## src/rtl/sc1t_pkg.sv

```systemverilog
// Shared types and constants for the scan code set 1 translator.
// Holds the command format passed from the front end to the back end.
// No dependencies.
`timescale 1ns / 1ps

package sc1t_pkg;

  localparam int CHAR_W  = 7;
  localparam int COUNT_W = 32;
  localparam int BYTE_W  = 8;
  localparam int MODS_W  = 4;
  localparam int LEVEL_W = 7;

  localparam logic [1:0] KIND_NONE = 2'd0;
  localparam logic [1:0] KIND_CHAR = 2'd1;
  localparam logic [1:0] KIND_READ = 2'd2;

  typedef struct packed {
    logic [1:0]         kind;
    logic [CHAR_W-1:0]  ch;
    logic [COUNT_W-1:0] byte_count;
    logic [BYTE_W-1:0]  last_byte;
    logic [MODS_W-1:0]  mods;
  } cmd_t;

endpackage

```

## src/rtl/scancode_set1_translator_fifo_unit.sv

```systemverilog
// Top level of the scan code set 1 translator with character buffer.
// Instantiates sc1t_front, sc1t_cmdq and sc1t_back; depends on sc1t_pkg.
//
// Usage:
//   Input stream: each request is either a keyboard byte (in_tuser[0] = 0) or a
//   host character read (in_tuser[0] = 1). in_tuser[1] marks a byte from the aux
//   port, which is ignored. in_tdata[7:0] holds the scan byte.
//   Output stream: exactly one result per request, in order. out_tuser is high
//   when a read returned a character; out_tdata carries the character, the
//   buffer level after the request, the byte count, the last byte and modifiers.
//   Path: an accepted request is written into the command queue, then executed into the result register.
//   Throughput: one request per cycle while out_tready is high; the front end, the
//   two-entry command queue and the result register then each advance every cycle.
//   Reset: modifiers, prefix, counters and buffer pointers clear; buffer slots
//   are only read after being written.
//   Stall: a held result keeps out_tvalid high; the command queue absorbs two
//   requests, then in_tready drops until the result is taken.
`timescale 1ns / 1ps

module scancode_set1_translator_fifo_unit #(
  parameter int FIFO_DEPTH = 128
) (
  input  logic        clk,
  input  logic        rst_n,
  input  logic        in_tvalid,
  output logic        in_tready,
  input  logic [7:0]  in_tdata,   // scan_byte[7:0]
  input  logic [1:0]  in_tuser,   // req_type[0], from_aux[1]
  output logic        out_tvalid,
  input  logic        out_tready,
  output logic [63:0] out_tdata,  // char_code[6:0], fifo_level[13:7], byte_count[45:14],
                                  // last_byte[53:46], modifier_flags[57:54]
  output logic        out_tuser   // char_valid[0]
);

  sc1t_pkg::cmd_t push_cmd;
  sc1t_pkg::cmd_t head_cmd;
  logic           q_ready;
  logic           q_push;
  logic           q_pop;
  logic           head_valid;

  sc1t_front u_front (
    .clk       (clk),
    .rst_n     (rst_n),
    .in_tvalid (in_tvalid),
    .in_tready (in_tready),
    .in_tdata  (in_tdata),
    .in_tuser  (in_tuser),
    .q_ready   (q_ready),
    .q_push    (q_push),
    .q_cmd     (push_cmd)
  );

  sc1t_cmdq u_cmdq (
    .clk        (clk),
    .rst_n      (rst_n),
    .push       (q_push),
    .push_cmd   (push_cmd),
    .ready      (q_ready),
    .pop        (q_pop),
    .head_valid (head_valid),
    .head_cmd   (head_cmd)
  );

  sc1t_back #(
    .FIFO_DEPTH (FIFO_DEPTH)
  ) u_back (
    .clk        (clk),
    .rst_n      (rst_n),
    .cmd_valid  (head_valid),
    .cmd        (head_cmd),
    .cmd_pop    (q_pop),
    .out_tvalid (out_tvalid),
    .out_tready (out_tready),
    .out_tdata  (out_tdata),
    .out_tuser  (out_tuser)
  );

  a_char_nonzero: assert property (@(posedge clk) disable iff (!rst_n)
    out_tvalid && out_tuser |-> out_tdata[6:0] != 7'd0)
    else $error("popped character is zero");

  a_result_from_queue: assert property (@(posedge clk) disable iff (!rst_n)
    $rose(out_tvalid) |-> $past(head_valid))
    else $error("result appeared without a queued request");

  a_reset_idle: assert property (@(posedge clk)
    !rst_n |=> !out_tvalid)
    else $error("result valid right after reset");

endmodule

```

## src/rtl/sc1t_front.sv

```systemverilog
// Front end: accepts requests, tracks prefix and modifier state, translates make codes.
// Emits one command per request toward the command queue. Depends on sc1t_pkg.
`timescale 1ns / 1ps

module sc1t_front (
  input  logic                clk,
  input  logic                rst_n,
  input  logic                in_tvalid,
  output logic                in_tready,
  input  logic [7:0]          in_tdata,
  input  logic [1:0]          in_tuser,
  input  logic                q_ready,
  output logic                q_push,
  output sc1t_pkg::cmd_t      q_cmd
);

  localparam logic [7:0] PFX_E0     = 8'hE0;
  localparam logic [7:0] PFX_E1     = 8'hE1;
  localparam logic [6:0] KEY_LSHIFT = 7'h2A;
  localparam logic [6:0] KEY_RSHIFT = 7'h36;
  localparam logic [6:0] KEY_CTRL   = 7'h1D;
  localparam logic [6:0] KEY_ALT    = 7'h38;
  localparam logic [6:0] KEY_CAPS   = 7'h3A;

  function automatic logic [6:0] base_char(input logic [6:0] k);
    logic [6:0] c;
    case (k)
      7'h01: c = 7'h1B; 7'h02: c = 7'h31; 7'h03: c = 7'h32; 7'h04: c = 7'h33;
      7'h05: c = 7'h34; 7'h06: c = 7'h35; 7'h07: c = 7'h36; 7'h08: c = 7'h37;
      7'h09: c = 7'h38; 7'h0A: c = 7'h39; 7'h0B: c = 7'h30; 7'h0C: c = 7'h2D;
      7'h0D: c = 7'h3D; 7'h0E: c = 7'h08; 7'h0F: c = 7'h09; 7'h10: c = 7'h71;
      7'h11: c = 7'h77; 7'h12: c = 7'h65; 7'h13: c = 7'h72; 7'h14: c = 7'h74;
      7'h15: c = 7'h79; 7'h16: c = 7'h75; 7'h17: c = 7'h69; 7'h18: c = 7'h6F;
      7'h19: c = 7'h70; 7'h1A: c = 7'h5B; 7'h1B: c = 7'h5D; 7'h1C: c = 7'h0A;
      7'h1E: c = 7'h61; 7'h1F: c = 7'h73; 7'h20: c = 7'h64; 7'h21: c = 7'h66;
      7'h22: c = 7'h67; 7'h23: c = 7'h68; 7'h24: c = 7'h6A; 7'h25: c = 7'h6B;
      7'h26: c = 7'h6C; 7'h27: c = 7'h3B; 7'h28: c = 7'h27; 7'h29: c = 7'h60;
      7'h2B: c = 7'h5C; 7'h2C: c = 7'h7A; 7'h2D: c = 7'h78; 7'h2E: c = 7'h63;
      7'h2F: c = 7'h76; 7'h30: c = 7'h62; 7'h31: c = 7'h6E; 7'h32: c = 7'h6D;
      7'h33: c = 7'h2C; 7'h34: c = 7'h2E; 7'h35: c = 7'h2F; 7'h39: c = 7'h20;
      default: c = 7'h00;
    endcase
    return c;
  endfunction

  function automatic logic [6:0] upper_char(input logic [6:0] k);
    logic [6:0] c;
    case (k)
      7'h01: c = 7'h1B; 7'h02: c = 7'h21; 7'h03: c = 7'h40; 7'h04: c = 7'h23;
      7'h05: c = 7'h24; 7'h06: c = 7'h25; 7'h07: c = 7'h5E; 7'h08: c = 7'h26;
      7'h09: c = 7'h2A; 7'h0A: c = 7'h28; 7'h0B: c = 7'h29; 7'h0C: c = 7'h5F;
      7'h0D: c = 7'h2B; 7'h0E: c = 7'h08; 7'h0F: c = 7'h09; 7'h10: c = 7'h51;
      7'h11: c = 7'h57; 7'h12: c = 7'h45; 7'h13: c = 7'h52; 7'h14: c = 7'h54;
      7'h15: c = 7'h59; 7'h16: c = 7'h55; 7'h17: c = 7'h49; 7'h18: c = 7'h4F;
      7'h19: c = 7'h50; 7'h1A: c = 7'h7B; 7'h1B: c = 7'h7D; 7'h1C: c = 7'h0A;
      7'h1E: c = 7'h41; 7'h1F: c = 7'h53; 7'h20: c = 7'h44; 7'h21: c = 7'h46;
      7'h22: c = 7'h47; 7'h23: c = 7'h48; 7'h24: c = 7'h4A; 7'h25: c = 7'h4B;
      7'h26: c = 7'h4C; 7'h27: c = 7'h3A; 7'h28: c = 7'h22; 7'h29: c = 7'h7E;
      7'h2B: c = 7'h7C; 7'h2C: c = 7'h5A; 7'h2D: c = 7'h58; 7'h2E: c = 7'h43;
      7'h2F: c = 7'h56; 7'h30: c = 7'h42; 7'h31: c = 7'h4E; 7'h32: c = 7'h4D;
      7'h33: c = 7'h3C; 7'h34: c = 7'h3E; 7'h35: c = 7'h3F; 7'h39: c = 7'h20;
      default: c = 7'h00;
    endcase
    return c;
  endfunction

  function automatic logic is_lower(input logic [6:0] c);
    return (c >= 7'h61) && (c <= 7'h7A);
  endfunction

  function automatic logic is_upper(input logic [6:0] c);
    return (c >= 7'h41) && (c <= 7'h5A);
  endfunction

  function automatic logic [6:0] translate(input logic [6:0] k, input logic shift,
                                           input logic caps, input logic ctrl);
    logic [6:0] b;
    logic [6:0] r;
    b = base_char(k);
    if (is_lower(b) || is_upper(b)) begin
      r = ((caps != shift) && is_lower(b)) ? b - 7'h20 : b;
    end else begin
      r = shift ? upper_char(k) : b;
    end
    if (ctrl) begin
      if (is_lower(r)) r = r - 7'h60;
      else if (is_upper(r)) r = r - 7'h40;
    end
    return r;
  endfunction

  logic        lshift_r, lshift_nxt;
  logic        rshift_r, rshift_nxt;
  logic        ctrl_r, ctrl_nxt;
  logic        alt_r, alt_nxt;
  logic        caps_r, caps_nxt;
  logic        prefix_r, prefix_nxt;
  logic [31:0] count_r, count_nxt;
  logic [7:0]  recent_r, recent_nxt;
  logic        accept;
  logic        rel;
  logic [6:0]  key;
  logic [6:0]  ch;
  logic [1:0]  kind;

  assign in_tready = q_ready;
  assign accept    = in_tvalid & in_tready;
  assign rel       = in_tdata[7];
  assign key       = in_tdata[6:0];

  always_comb begin
    lshift_nxt = lshift_r;
    rshift_nxt = rshift_r;
    ctrl_nxt   = ctrl_r;
    alt_nxt    = alt_r;
    caps_nxt   = caps_r;
    prefix_nxt = prefix_r;
    count_nxt  = count_r;
    recent_nxt = recent_r;
    ch         = 7'h00;
    kind       = sc1t_pkg::KIND_NONE;
    if (in_tuser[0]) begin
      kind = sc1t_pkg::KIND_READ;
    end else if (!in_tuser[1]) begin
      count_nxt  = count_r + 32'd1;
      recent_nxt = in_tdata;
      if (in_tdata == PFX_E0 || in_tdata == PFX_E1) begin
        prefix_nxt = 1'b1;
      end else begin
        prefix_nxt = 1'b0;
        if (prefix_r) begin
          if (key == KEY_CTRL) ctrl_nxt = !rel;
          else if (key == KEY_ALT) alt_nxt = !rel;
        end else begin
          case (key)
            KEY_LSHIFT: lshift_nxt = !rel;
            KEY_RSHIFT: rshift_nxt = !rel;
            KEY_CTRL:   ctrl_nxt   = !rel;
            KEY_ALT:    alt_nxt    = !rel;
            KEY_CAPS:   caps_nxt   = rel ? caps_r : !caps_r;
            default:    ;
          endcase
          if (!rel) begin
            ch   = translate(key, lshift_nxt | rshift_nxt, caps_nxt, ctrl_nxt);
            kind = (ch != 7'h00) ? sc1t_pkg::KIND_CHAR : sc1t_pkg::KIND_NONE;
          end
        end
      end
    end
  end

  always_ff @(posedge clk) begin
    if (!rst_n) begin
      lshift_r <= 1'b0;
      rshift_r <= 1'b0;
      ctrl_r   <= 1'b0;
      alt_r    <= 1'b0;
      caps_r   <= 1'b0;
      prefix_r <= 1'b0;
      count_r  <= 32'd0;
      recent_r <= 8'd0;
    end else if (accept) begin
      lshift_r <= lshift_nxt;
      rshift_r <= rshift_nxt;
      ctrl_r   <= ctrl_nxt;
      alt_r    <= alt_nxt;
      caps_r   <= caps_nxt;
      prefix_r <= prefix_nxt;
      count_r  <= count_nxt;
      recent_r <= recent_nxt;
    end
  end

  assign q_push           = accept;
  assign q_cmd.kind       = kind;
  assign q_cmd.ch         = ch;
  assign q_cmd.byte_count = count_nxt;
  assign q_cmd.last_byte  = recent_nxt;
  assign q_cmd.mods       = {caps_nxt, alt_nxt, ctrl_nxt, lshift_nxt | rshift_nxt};

endmodule

```

## src/rtl/sc1t_cmdq.sv

```systemverilog
// Two-entry command queue between the front end and the back end.
// Depends on sc1t_pkg for the command type.
`timescale 1ns / 1ps

module sc1t_cmdq (
  input  logic           clk,
  input  logic           rst_n,
  input  logic           push,
  input  sc1t_pkg::cmd_t push_cmd,
  output logic           ready,
  input  logic           pop,
  output logic           head_valid,
  output sc1t_pkg::cmd_t head_cmd
);

  sc1t_pkg::cmd_t slot_r [2];
  logic           wp_r, wp_nxt;
  logic           rp_r, rp_nxt;
  logic [1:0]     cnt_r, cnt_nxt;
  logic           do_push;
  logic           do_pop;

  assign ready      = (cnt_r != 2'd2);
  assign head_valid = (cnt_r != 2'd0);
  assign head_cmd   = slot_r[rp_r];
  assign do_push    = push & ready;
  assign do_pop     = pop & head_valid;

  always_comb begin
    wp_nxt  = do_push ? ~wp_r : wp_r;
    rp_nxt  = do_pop ? ~rp_r : rp_r;
    cnt_nxt = cnt_r + {1'b0, do_push} - {1'b0, do_pop};
  end

  always_ff @(posedge clk) begin
    if (!rst_n) begin
      wp_r  <= 1'b0;
      rp_r  <= 1'b0;
      cnt_r <= 2'd0;
    end else begin
      wp_r  <= wp_nxt;
      rp_r  <= rp_nxt;
      cnt_r <= cnt_nxt;
    end
  end

  always_ff @(posedge clk) begin
    if (do_push) begin
      slot_r[wp_r] <= push_cmd;
    end
  end

endmodule

```

## src/rtl/sc1t_back.sv

```systemverilog
// Back end: character ring buffer and the registered result stage.
// Executes one command per cycle when the result register is free. Depends on sc1t_pkg.
`timescale 1ns / 1ps

module sc1t_back #(
  parameter int FIFO_DEPTH = 128
) (
  input  logic           clk,
  input  logic           rst_n,
  input  logic           cmd_valid,
  input  sc1t_pkg::cmd_t cmd,
  output logic           cmd_pop,
  output logic           out_tvalid,
  input  logic           out_tready,
  output logic [63:0]    out_tdata,
  output logic           out_tuser
);

  localparam int AW = (FIFO_DEPTH > 1) ? $clog2(FIFO_DEPTH) : 1;

  logic [sc1t_pkg::CHAR_W-1:0]  mem [FIFO_DEPTH];
  logic [AW-1:0]                wr_r, wr_nxt, wr_inc;
  logic [AW-1:0]                rd_r, rd_nxt, rd_inc;
  logic [AW:0]                  level;
  logic                         empty, full;
  logic                         exec, do_push, do_pop;
  logic                         valid_r, valid_nxt;
  logic                         popped_r;
  logic [sc1t_pkg::CHAR_W-1:0]  rd_data_r;
  logic [sc1t_pkg::LEVEL_W-1:0] level_r;
  logic [sc1t_pkg::COUNT_W-1:0] count_r;
  logic [sc1t_pkg::BYTE_W-1:0]  last_r;
  logic [sc1t_pkg::MODS_W-1:0]  mods_r;
  logic [sc1t_pkg::CHAR_W-1:0]  code;

  assign wr_inc  = (wr_r == AW'(FIFO_DEPTH - 1)) ? '0 : wr_r + 1'b1;
  assign rd_inc  = (rd_r == AW'(FIFO_DEPTH - 1)) ? '0 : rd_r + 1'b1;
  assign empty   = (wr_r == rd_r);
  assign full    = (wr_inc == rd_r);
  assign exec    = cmd_valid & (!valid_r | out_tready);
  assign do_push = exec & (cmd.kind == sc1t_pkg::KIND_CHAR) & !full;
  assign do_pop  = exec & (cmd.kind == sc1t_pkg::KIND_READ) & !empty;
  assign cmd_pop = exec;

  always_comb begin
    wr_nxt = do_push ? wr_inc : wr_r;
    rd_nxt = do_pop ? rd_inc : rd_r;
    if (wr_nxt >= rd_nxt) begin
      level = {1'b0, wr_nxt} - {1'b0, rd_nxt};
    end else begin
      level = {1'b0, wr_nxt} + (AW+1)'(FIFO_DEPTH) - {1'b0, rd_nxt};
    end
    if (exec) valid_nxt = 1'b1;
    else if (out_tready) valid_nxt = 1'b0;
    else valid_nxt = valid_r;
  end

  always_ff @(posedge clk) begin
    if (!rst_n) begin
      wr_r    <= '0;
      rd_r    <= '0;
      valid_r <= 1'b0;
    end else begin
      wr_r    <= wr_nxt;
      rd_r    <= rd_nxt;
      valid_r <= valid_nxt;
    end
  end

  always_ff @(posedge clk) begin
    if (do_push) begin
      mem[wr_r] <= cmd.ch;
    end
    if (do_pop) begin
      rd_data_r <= mem[rd_r];
    end
  end

  always_ff @(posedge clk) begin
    if (exec) begin
      popped_r <= do_pop;
      level_r  <= sc1t_pkg::LEVEL_W'(level);
      count_r  <= cmd.byte_count;
      last_r   <= cmd.last_byte;
      mods_r   <= cmd.mods;
    end
  end

  assign code       = popped_r ? rd_data_r : '0;
  assign out_tvalid = valid_r;
  assign out_tuser  = popped_r;
  assign out_tdata  = {6'd0, mods_r, last_r, count_r, level_r, code};

endmodule
```

## config.mk

```make
export PLATFORM = sky130hd
export DESIGN_NAME = scancode_set1_translator_fifo_unit
export DESIGN_NICKNAME = d
export VERILOG_FILES = /design/src/rtl/sc1t_pkg.sv /design/src/rtl/scancode_set1_translator_fifo_unit.sv /design/src/rtl/sc1t_front.sv /design/src/rtl/sc1t_cmdq.sv /design/src/rtl/sc1t_back.sv
export SDC_FILE = /design/constraint.sdc
export NUM_CORES = 1
export LEC_CHECK = 0
export BUFFER_PORTS_ARGS = -buffer_cell sky130_fd_sc_hd__buf_2
export CORE_UTILIZATION = 57
export CTS_BUF_LIST = sky130_fd_sc_hd__clkbuf_16
export DETAILED_ROUTE_END_ITERATION = 10
export HOLD_SLACK_MARGIN = 0.08
export PLACE_DENSITY = 0.79
export SYNTH_ARGS = -nofsm -noshare
export SYNTH_HDL_FRONTEND = slang
export SYNTH_SLANG_ARGS = --single-unit
```

## constraint.sdc

```tcl
create_clock -name clk -period 8.1 [get_ports clk]
set_clock_uncertainty 0.2 [all_clocks]
set_input_delay 1.62 -clock clk [delete_from_list [all_inputs] [get_ports clk]]
set_output_delay 1.62 -clock clk [all_outputs]
set_load 0.01 [all_outputs]
```

==> flow_summary.toml <==
[placed_design]
placedInstanceArea_sq_um = 47800
io_buffer_count = 74
gp_congestion = 0.8285
dp_slack_ns = 0.9045
hpwl_mm = 60.66

[clocking]
postCtsHoldBufs = 0
post_cts_buffers = 0
cts_buffers = 107
cts-root-buf = "clkbuf_16"
clk_path_buf_depth = 3
cts_sinks = 1127
cts_tree = "yes"
clk_latency_ns = 0.69
cts.reportedPaths.clkPinSlew_ns = 0.06
cts_resized = 0
htreeDepth = 3

[power_and_ir_drop]
peakVddDrop_mv = 0.2336
p_leak_nw = 16.05
powerDensity_nw_per_um2 = 254.1

[worst_setup_path]
end_kind = "flop"
path_max_fanout = 44
crit_type = "in -> reg"
cp.arrival_ns = 6.94
cp-start-kind = "input pin"
cp.required_ns = 8.40

[yosys]
synth_flop_cell = "edfxtp_1"
ys_ff_latch = 1127
synth_top_area_frac = 0.6874
ys_warn_count = 0
synth_area_sq_um = 46350
yosysTopAreaCell = "edfxtp_1"
synthDistinctLibCells = 81
postSynth.asyncResetShare = 0
synth.avg_cell_area_sq_um = 17.92
netlist_instances = 2586
synth_area_leaders = "edfxtp_1, mux4_2, dfxtp_1"
synth_edf_count = 1061
ys_seq_area_frac = 0.7159

[flow_run]
max-cap-violations = 0

[timing]
min_period_ns = 6.640
final.period_utilization = 0.8198
setup_slack_ns = 1.460
slew_headroom = 0.1426
max_freq_ghz = 0.1506
tightestPinTransition_ns = 1.286
setup_viol = 0
hold_violations = 0
holdWs_ns = 0.2775
setup_tns_ns = 0
rsz0062_at_grt = "false"
drv_slew = 0

[drt]
wl_mm = 104.6
dr.pass1.iters = 6
antenna_left = 0
viasPerCell = 6.497
num_vias = 24729
drc = 0
wl_per_cell_microns = 27.48
drtIter0Drc = 2962

[cells_and_area]
final_area_sq_um = 51060
area_growth_pct = 10.16
n_antenna_cell = 0
drive_gt1_frac = 0.2138
nNetsFinal = 2699
final_cell_mix = "edfxtp_1, mux4_2, nor2_1"
final_common_cell = "edfxtp_1"
postLayoutCoreUtil = 0.6339

[floorplanning]
die_w_microns = 287.2
core_sq_um = 80550
start_util = 0.5754
dieArea_sq_um = 82460
ios = 81
die_h_microns = 287.2
rows = 104

[grt]
grt_pass1_wl_mm = 157.9
grtUsageTotal = 0.2575
grt_max_degree = 125
overflow = 0
antenna_found_initial = 2
grt_pass1_vias = 24960

[status]
status = "completed"

[hold_path]
hp-class = "reg -> reg"
==> final timing paths <==
path | from | endpoint | slack, ns | depth (start not counted)
max | in_tdata[2] | u_cmdq.slot_r[0][50] | 1.46 | 20
min | u_front.recent_r[4] | u_front.recent_r[4] | 0.28 | 2
min reg2reg | u_front.recent_r[4] | u_front.recent_r[4] | 0.28 | 2
max reg2reg | u_back.rd_r[5] | u_back.mem[110][6] | 2.62 | 8
==> cell type report <==
type,count,area (sq um)
Clock buffer,108,2703
Inverter,27,101.3
Fill cell,5263,29490
Clock inverter,89,559.3
Multi-Input combinational cell,1284,12510
Sequential cell,1127,33190
Timing Repair Buffer,111,660.6
Tap cell,1060,1326
==> layer usage <==
metal	wire length [microns]	part of all wire	track usage
met1	41720	0.40	0.3655
met2	50420	0.48	0.4066
met3	9403	0.090	0.05087
met4	3021	0.029	0.08112
met5	8	0.000077	0
==> flip-flops by register name (all words and copies together) (netlist names), 2 cells and up, named ones only <==
signal,flops
u_back.count_r,32
u_back.last_r,8
u_back.level_r,7
u_back.mem,896
u_back.mods_r,4
u_back.rd_data_r,7
u_back.rd_r,7
u_back.wr_r,7
u_cmdq.cnt_r,2
u_cmdq.slot_r,106
u_front.count_r,32
u_front.recent_r,8
==> cell families (layout without fill, tap and decap cells) <==
family	count (synthesis)	count (layout)	synth area share
fa+ha+maj	27	27	0.007451
compound gates	255	255	0.03987
other cells	1	6	0.00008091
xor+xnor	84	84	0.01587
buf+inv	180	335	0.01563
mux	377	377	0.1511
simple gates	535	535	0.05413
flops	1127	1127	0.7159
==> critical path: stages <==
cell	delay, ns
buf_2	0.59
inv_1	0.27
ha_1	0.36
a22oi_1	0.07
o221ai_1	0.51
inv_1	0.15
ha_1	0.34
a2111oi_0	0.31
a32o_1	0.32
a2111oi_0	0.11
a22oi_1	0.36
nand2_1	0.16
ha_1	0.33
o31ai_1	0.27
nand2b_1	0.08
mux2_4	0.27
a21oi_2	0.14
a21oi_1	0.13
or4_1	0.42
o21ai_1	0.11
==> power breakdown <==
group / internal, mW / switching, mW / leakage [nW]
logic: 0.354 / 0.911 / 4.03
registers: 6.97 / 0.0897 / 10.3
clock network: 2.49 / 2.15 / 1.73
==> Yosys cell counts (5+ instances only) <==
cell and instances:
a211oi_1 6, xor2_1 30, a31oi_1 15, a2111oi_0 6, or3_1 14, a21o_1 7
and3_1 13, nand3_1 36, buf_4 8, mux4_2 252, edfxtp_1 1061, nand4_1 11
o221ai_1 39, buf_1 49, nor3_1 20, a211o_1 5, mux2_2 56, nor2_1 196
xnor2_1 54, mux2i_1 68, inv_1 25, ha_1 26, or2_2 5, and2_1 43
o22ai_1 9, o21ai_0 52, dfxtp_1 66, nor2b_1 23, o21a_1 5, clkbuf_1 86
a21oi_1 31, a21boi_0 22, nand2b_1 18, buf_2 9, nand2_1 131, o211ai_1 5
==> through the flow <==
step	std cells	total power [mW]
4_1_cts	3806	13.03
6_report	3806	12.98
3_3_place_gp	3609	8.388
5_1_grt	3806	13.33
3_5_place_dp	3609	8.459
2_1_floorplan	2591	7.903
(Power assumes the default switching activity.)
